`src/tie_pkg.sv`:
```
`default_nettype none
// ----------------------------------------------------------------------------
// tie_pkg
// Shared types and constants of the execute unit.
// ----------------------------------------------------------------------------
package tie_pkg;
    localparam int DataWordsDef = 1024;
    localparam int DataBaseDef  = 16384;
    localparam int RegCountDef  = 9;
    localparam int XLEN         = 32;

    typedef enum logic [3:0] {
        OP_MOV = 4'd0, OP_ADD = 4'd1, OP_SUB = 4'd2, OP_MUL = 4'd3, OP_DIV = 4'd4,
        OP_AND = 4'd5, OP_OR  = 4'd6, OP_NOT = 4'd7, OP_CMP = 4'd8, OP_JMP = 4'd9
    } op_t;

    localparam logic [1:0] ERR_NONE = 2'd0;
    localparam logic [1:0] ERR_ADDR = 2'd1;
    localparam logic [1:0] ERR_DIV0 = 2'd2;

    typedef struct packed {
        logic start;
        logic [XLEN-1:0] dividend;
        logic [XLEN-1:0] divisor;
    } div_req_t;

    typedef struct packed {
        logic done;
        logic [XLEN-1:0] quotient;
    } div_rsp_t;
endpackage
`default_nettype wire

```
`src/tie_divider.sv`:
```
`default_nettype none
// ----------------------------------------------------------------------------
// tie_divider
// Signed restoring divider, one quotient bit a cycle, truncates toward zero.
// ----------------------------------------------------------------------------
module tie_divider
    import tie_pkg::*;
(
    input  wire logic     aclk,
    input  wire logic     aresetn,
    input  wire div_req_t req,
    output div_rsp_t      rsp
);
    logic [XLEN-1:0] rem_reg, quo_reg, dvs_reg;
    logic [5:0]      cnt_reg;
    logic            busy_reg, neg_reg, done_reg;
    logic [XLEN:0]   trial;
    logic [XLEN-1:0] rem_sh;

    assign rem_sh = {rem_reg[XLEN-2:0], quo_reg[XLEN-1]};
    assign trial  = {1'b0, rem_sh} - {1'b0, dvs_reg};

    always_ff @(posedge aclk) begin
        if (!aresetn) begin
            busy_reg <= 1'b0;
            done_reg <= 1'b0;
            cnt_reg  <= '0;
        end else begin
            done_reg <= 1'b0;
            if (req.start) begin
                busy_reg <= 1'b1;
                cnt_reg  <= 6'(XLEN);
                rem_reg  <= '0;
                quo_reg  <= req.dividend[XLEN-1] ? -req.dividend : req.dividend;
                dvs_reg  <= req.divisor[XLEN-1] ? -req.divisor : req.divisor;
                neg_reg  <= req.dividend[XLEN-1] ^ req.divisor[XLEN-1];
            end else if (busy_reg) begin
                if (trial[XLEN]) begin
                    rem_reg <= rem_sh;
                    quo_reg <= {quo_reg[XLEN-2:0], 1'b0};
                end else begin
                    rem_reg <= trial[XLEN-1:0];
                    quo_reg <= {quo_reg[XLEN-2:0], 1'b1};
                end
                cnt_reg <= cnt_reg - 6'd1;
                if (cnt_reg == 6'd1) begin
                    busy_reg <= 1'b0;
                    done_reg <= 1'b1;
                end
            end
        end
    end

    assign rsp.done     = done_reg;
    assign rsp.quotient = neg_reg ? -quo_reg : quo_reg;

    a_done_after_busy: assert property (@(posedge aclk) disable iff (!aresetn)
        rsp.done |-> $past(busy_reg)) else $error("done without busy");
    a_cnt_range: assert property (@(posedge aclk) disable iff (!aresetn)
        busy_reg |-> (cnt_reg != 6'd0)) else $error("counter underflow");
    a_busy_drops: assert property (@(posedge aclk) disable iff (!aresetn)
        rsp.done |-> !busy_reg) else $error("busy with done");
endmodule
`default_nettype wire

```
`config.mk`:
```
export PLATFORM = sky130hd
export DESIGN_NAME = tie_divider
export DESIGN_NICKNAME = d
export VERILOG_FILES = /design/src/tie_pkg.sv /design/src/tie_divider.sv
export SDC_FILE = /design/constraint.sdc
export NUM_CORES = 1
export LEC_CHECK = 0
export BUFFER_PORTS_ARGS = -buffer_cell sky130_fd_sc_hd__clkbuf_2
export CAP_MARGIN = 20
export CORE_UTILIZATION = 60
export CTS_CLUSTER_DIAMETER = 80
export DETAILED_ROUTE_END_ITERATION = 7
export HOLD_SLACK_MARGIN = 0.06
export PLACE_DENSITY = 0.79
export RECOVER_POWER = 50
export SYNTH_ARGS = -nofsm -noshare
export SYNTH_HDL_FRONTEND = slang
export SYNTH_SLANG_ARGS = --single-unit
export TNS_END_PERCENT = 100
```
`constraint.sdc`:
```
create_clock -name aclk -period 9.95 [get_ports aclk]
set_input_delay 0.4975 -clock aclk [delete_from_list [all_inputs] [get_ports aclk]]
set_output_delay 0.4975 -clock aclk [all_outputs]
set_load 0.1 [all_outputs]
```
After elaboration in Yosys (flattened, before gate mapping). Index checks and enable logic that the tools add are counted.

Register bits after elaboration: 104. Input port bits: 67. Output and inout port bits: 33. Word-level logic and storage cells: 37.

Add/sub/neg operators: 5. Equal/unequal tests: 1. Multiplexer cells: 14. Bitwise gates (word level): 3. Reduce and logical (&&, ||, !) cells: 5.

Operators by type and width (number): 32-bit two-way mux (4); 32-bit negator (3); 31-bit two-way mux (3); 32-bit by 32-bit subtractor with 33-bit output (1); 6-bit two-way mux (2); 6-bit by 1-bit == test with 1-bit output, second input constant (1); 6-bit by 1-bit subtractor with 6-bit output, second input constant (1); 1-bit two-way mux (5); 2-bit AND reduction (2); 3-bit OR reduction (1); 1-bit inverter (2); 2-bit nonzero test (1); 2-bit OR reduction (1); 1-bit bitwise XOR (1).

Longest topological paths before layout.
Depth in word-level cells: 4. Mapped depth: 13. Mapped depth without buffers: 11.

Worst setup path before layout. Ideal clock, no wire load.

Path type: flip-flop to output port. From: reg quo_reg[16]. To: out rsp[31] in the netlist's numbering. Arrival: 3.594 ns. Required time: 9.453 ns. Setup slack: 5.859 ns. Stages on the path, launching flop included: 7. Path buffers: 0. Cells stage by stage: edfxtp_1 -> or4_1 -> nor4_1 -> inv_1 -> o41ai_1 -> nand2_1 -> xnor2_1.

RTL lines: start: declaration (RTL line tie_divider.sv:14) `logic [XLEN-1:0] rem_reg, quo_reg, dvs_reg;`; start signal: assignment (RTL line tie_divider.sv:34) `quo_reg <= req.dividend[XLEN-1] ? -req.dividend : req.dividend;`; start signal: assignment (RTL line tie_divider.sv:40) `quo_reg <= {quo_reg[XLEN-2:0], 1'b0};`; start signal: assignment (RTL line tie_divider.sv:43) `quo_reg <= {quo_reg[XLEN-2:0], 1'b1};`; end: declaration (RTL line tie_divider.sv:12) `output div_rsp_t rsp`.

==> results by group <==
Critical path
  – FF-to-FF setup slack: 5.90 ns
  – Data arrival time of the worst path: 3.82 ns
  – Worst R2R End: rem_reg[15]$_SDFFCE_PP0P_
  – Max FO, Critical Path: 5
  – Worst-path cell chain: nor4_1, nand2b_1, or4_1, nand2b_1, nand2b_1, or4_1, o21ai_0, xnor2_1, clkbuf_2
  – R2r worst-path depth: 11
  – Crit path largest cell delay: 0.65 ns
  – CP Launch Point: quo_reg[5]$_DFFE_PP_
  – Crit end category: output pin
  – Worst Path Required: 9.45 ns
  – Most numerous cell on the critical path: nand2b_1
  – Worst Setup Start Kind: flop
  – Reg2reg start: rem_reg[12]$_SDFFCE_PP0P_
  – Critical path class: reg2out
  – Slowest stage cell, crit path: nor4_1

Worst hold path
  – WHS Path Cells: 2
  – Worst min-delay path category: in2reg
  – Hold Startpoint: aresetn
  – Hold path endpoint: cnt_reg[5]$_SDFFE_PN0N_

Detailed routing
  – Via/cell ratio: 5.92
  – Drt pass-1 iters: 5
  – Wire per inst: 15.6 um
  – Via count: 6,541
  – Post-Route WL: 17,200 um
  – DRC Markers: 0
  – DRT iter0 DRCs: 461
  – Post-DRT Antenna Nets: 0

Run status
  – Violations in the final reports: max-capacitance violations, max-slew violations
  – Outcome: complete, but fails checks

Power and ir drop
  – Power per Cell Area: 165 mW/mm2
  – Leak Pwr: 0.00345 uW
  – IR drop worst, VDD: 0.000130 V

Layout
  – Diode count: 0
  – Fin nets: 1,034
  – Layout cell share with drive strength beyond 1: 13.9%
  – Area Growth Syn to Fin: 11.4%

Floorplanning
  – Die area: 0.0136 mm2
  – IO Pins: 100
  – Die Ht: 117 um
  – FP Rows: 41
  – Starting Density: 62.0%
  – Core footprint: 0.0127 mm2
  – Die W: 117 um

STA
  – Setup TNS Final: 0 ns
  – Slew HR: -144%
  – Final Cycle Share: 43.4%
  – Worst Tran Pin Value: 3.66 ns
  – Layout Skew: 0.00988 ns
  – Final setup fails: 0
  – Post-route setup slack: 5.63 ns
  – Fmax: 231 MHz
  – Final hold vios: 0
  – Max-slew violations: 216
  – RSZ-0062 raised after global routing: no
  – Min cycle time layout: 4.32 ns

CTS
  – Post-CTS sizing: 0
  – Post-CTS Hold Fix Bufs: 0
  – Clock sink total: 104
  – Clock buffer count from CTS: 9
  – CTS root buffer: clkbuf_16
  – Clock Pin Slew Worst Setup and Hold Paths: 0.07 ns
  – Setup Fix Bufs, Post-CTS: 0
  – Worst-Skew Late Latency: 0.36 ns
  – Clock Tree Buf Depth: 2
  – TritonCTS clock tree: built
  – H-Tree Depth: 3

Logic synthesis
  – Unique masters post-synth: 61
  – Syn avg cell area: 9.30 um2
  – Post-synthesis async set-or-reset flop share: 0%
  – Mapped cell area: 0.00788 mm2
  – Synth Register Bits: 104
  – Syn. warnings: 0
  – Post-synthesis compound-gate area fraction: 18.1%
  – Number of flops mapped to enable cells by yosys: 96
  – Seq/Total Area, Yosys: 38.6%
  – Post-synth top flop: edfxtp_1
  – Multiplexer area fraction after synthesis: 3.78%
  – Cells after synthesis: 848
  – Post-synthesis simple-gate area fraction: 16.3%
  – Synth Area in Adders: 6.13%
  – Largest family of logic cells by synthesized area: compound AO/OA/AOI/OAI gates
  – Post-Synth XOR/XNOR Area: 12.9%
  – Synth Net Count: 953

GRT
  – GRT overflow: 0
  – GRT Overall Usage: 26.1%
  – First-pass GRT wire length: 27,600 um
  – Vias in the first global route: 5,901
  – Initial antenna violation count: 0
  – Largest net degree at the start of global routing: 83

Placed design
  – Pre-CTS setup slack: 6.07 ns
  – PortBufs: 99
  – GP Congestion: 0.904
  – HPWL after detailed placement: 12,800 um

Flow run
  – Max-cap violations: 4
## final cells by class
cell class	count	area [um2]
Clock inverter	5	72.6
Tap cell	172	215
Timing Repair Buffer	104	515
Sequential cell	104	3040
Inverter	50	188
Multi-Input combinational cell	660	4520
Clock buffer	10	229
Fill cell	1064	3940
## worst max-delay path by stage
stage,endpoint,slack (ns),depth (start not counted)
4_1_cts,rsp[28],5.67,9
5_1_grt,rem_reg[27]$_SDFFCE_PP0P_,5.36,5
3_3_place_gp,rsp[28],6.13,9
6_report,rsp[28],5.63,9
3_5_place_dp,rsp[28],6.07,9
2_1_floorplan,rsp[31],5.86,6
## stage by stage
stage / utilization (%) / hold slack, ns / total power, uW / area [um2] / instances
2_1_floorplan: - / 0.467 / 967 / 7880 / 848
3_3_place_gp: 66.8 / 0.484 / 1070 / 8500 / 1090
3_5_place_dp: 66.8 / 0.485 / 1080 / 8500 / 1090
4_1_cts: 69.2 / 0.371 / 1450 / 8800 / 1105
5_1_grt: 69.1 / 0.427 / 1510 / 8790 / 1105
6_report: 69.1 / 0.412 / 1450 / 8790 / 1105
## critical path: cells and delay by family, from the launching register on
family,cells,cell delay [ns]
AOI/OAI and AO/OA,1,0.22
xor gates and xnor gates,1,0.14
DFF,1,0.44
buffers and inverters,1,0.47
and+or+nand+nor,6,2.18
## metal layers
metal / routed length [um] / vias up / share of wire [%] / GRT usage (%)
li1: - / 3266 / - / -
met1: 8040 / 3062 / 47 / 35.5
met2: 8050 / 194 / 47 / 43.0
met3: 823 / 19 / 4.8 / 3.01
met4: 308 / 0 / 1.8 / 9.62
met5: 0 / - / 0 / 0
## synthesized netlist by cell type, drive strengths merged, types with 3 or more instances
library cell  instances  area (um2)
nand3                11        55.1
nor3                 10        50.1
xnor2                69         604
or2                   5        33.8
a31oi                 4        25.0
a211oi                9        67.6
inv                  50         188
o21a                 11        82.6
a21oi                62         310
nor2                 79         297
nand2                77         289
a21boi                5        37.5
clkbuf               24        90.1
nand2b               13        81.3
xor2                 47         412
ha                   37         463
and2                  3        18.8
a211o                 4        35.0
nand4                 7        43.8
a21o                  6        45.0
o31a                  4        35.0
mux2i                23         230
or4                  17         139
nor2b                 6        37.5
o21bai                4        30.0
o31ai                30         225
dfxtp                 8         160
edfxtp               96        2880
mux2                  6        67.6
o21ai                43         215
buf                  10        52.6
or3                  12        76.3
and3                  8        50.1
nor3b                 5        37.5
nor4                  6        37.5
o41ai                13         159
## report_power, final
part | internal [uW] | total, uW | switching (uW)
combinational | 165 | 521 | 356
sequential | 526 | 553 | 26.3
clock | 217 | 372 | 155
## kinds of logic (layout without fill, tap and decap cells)
| logic type | Yosys count | count (layout) |
|---|---|---|
| AND/OR/NAND/NOR | 264 | 264 |
| AO/OA/AOI/OAI | 213 | 213 |
| XOR/XNOR | 116 | 116 |
| flip-flops | 104 | 104 |
| buffers and inverters | 84 | 169 |
| adder cells (fa/ha/maj) | 38 | 38 |
| multiplexers | 29 | 29 |
## cell usage in the layout, fill, tap and decap left out, types with 5 or more instances in the layout
cell       Yosys  final
edfxtp_1      96     96
clkbuf_2       0     94
nor2_1        79     79
nand2_1       77     77
xnor2_1       69     69
a21oi_1       62     61
inv_1         50     50
xor2_1        47     47
o21ai_0       42     42
ha_1          37     37
o31ai_1       30     30
mux2i_1       23     23
or4_1         14     14
nand2b_1      13     13
or3_1         11     11
nand3_1       11     11
o41ai_1       10     10
nor3_1        10     10
o21a_1        11     10
a211oi_1       9      9
clkbuf_16      0      9
clkbuf_1      24      9
and3_1         8      8
dfxtp_1        8      8
nand4_1        7      7
nor4_1         6      6
mux2_2         6      6
nor2b_1        6      6
a21o_1         6      6
a21boi_0       5      5
nor3b_1        5      5
Note: power is estimated with default switching activity, not from simulation.
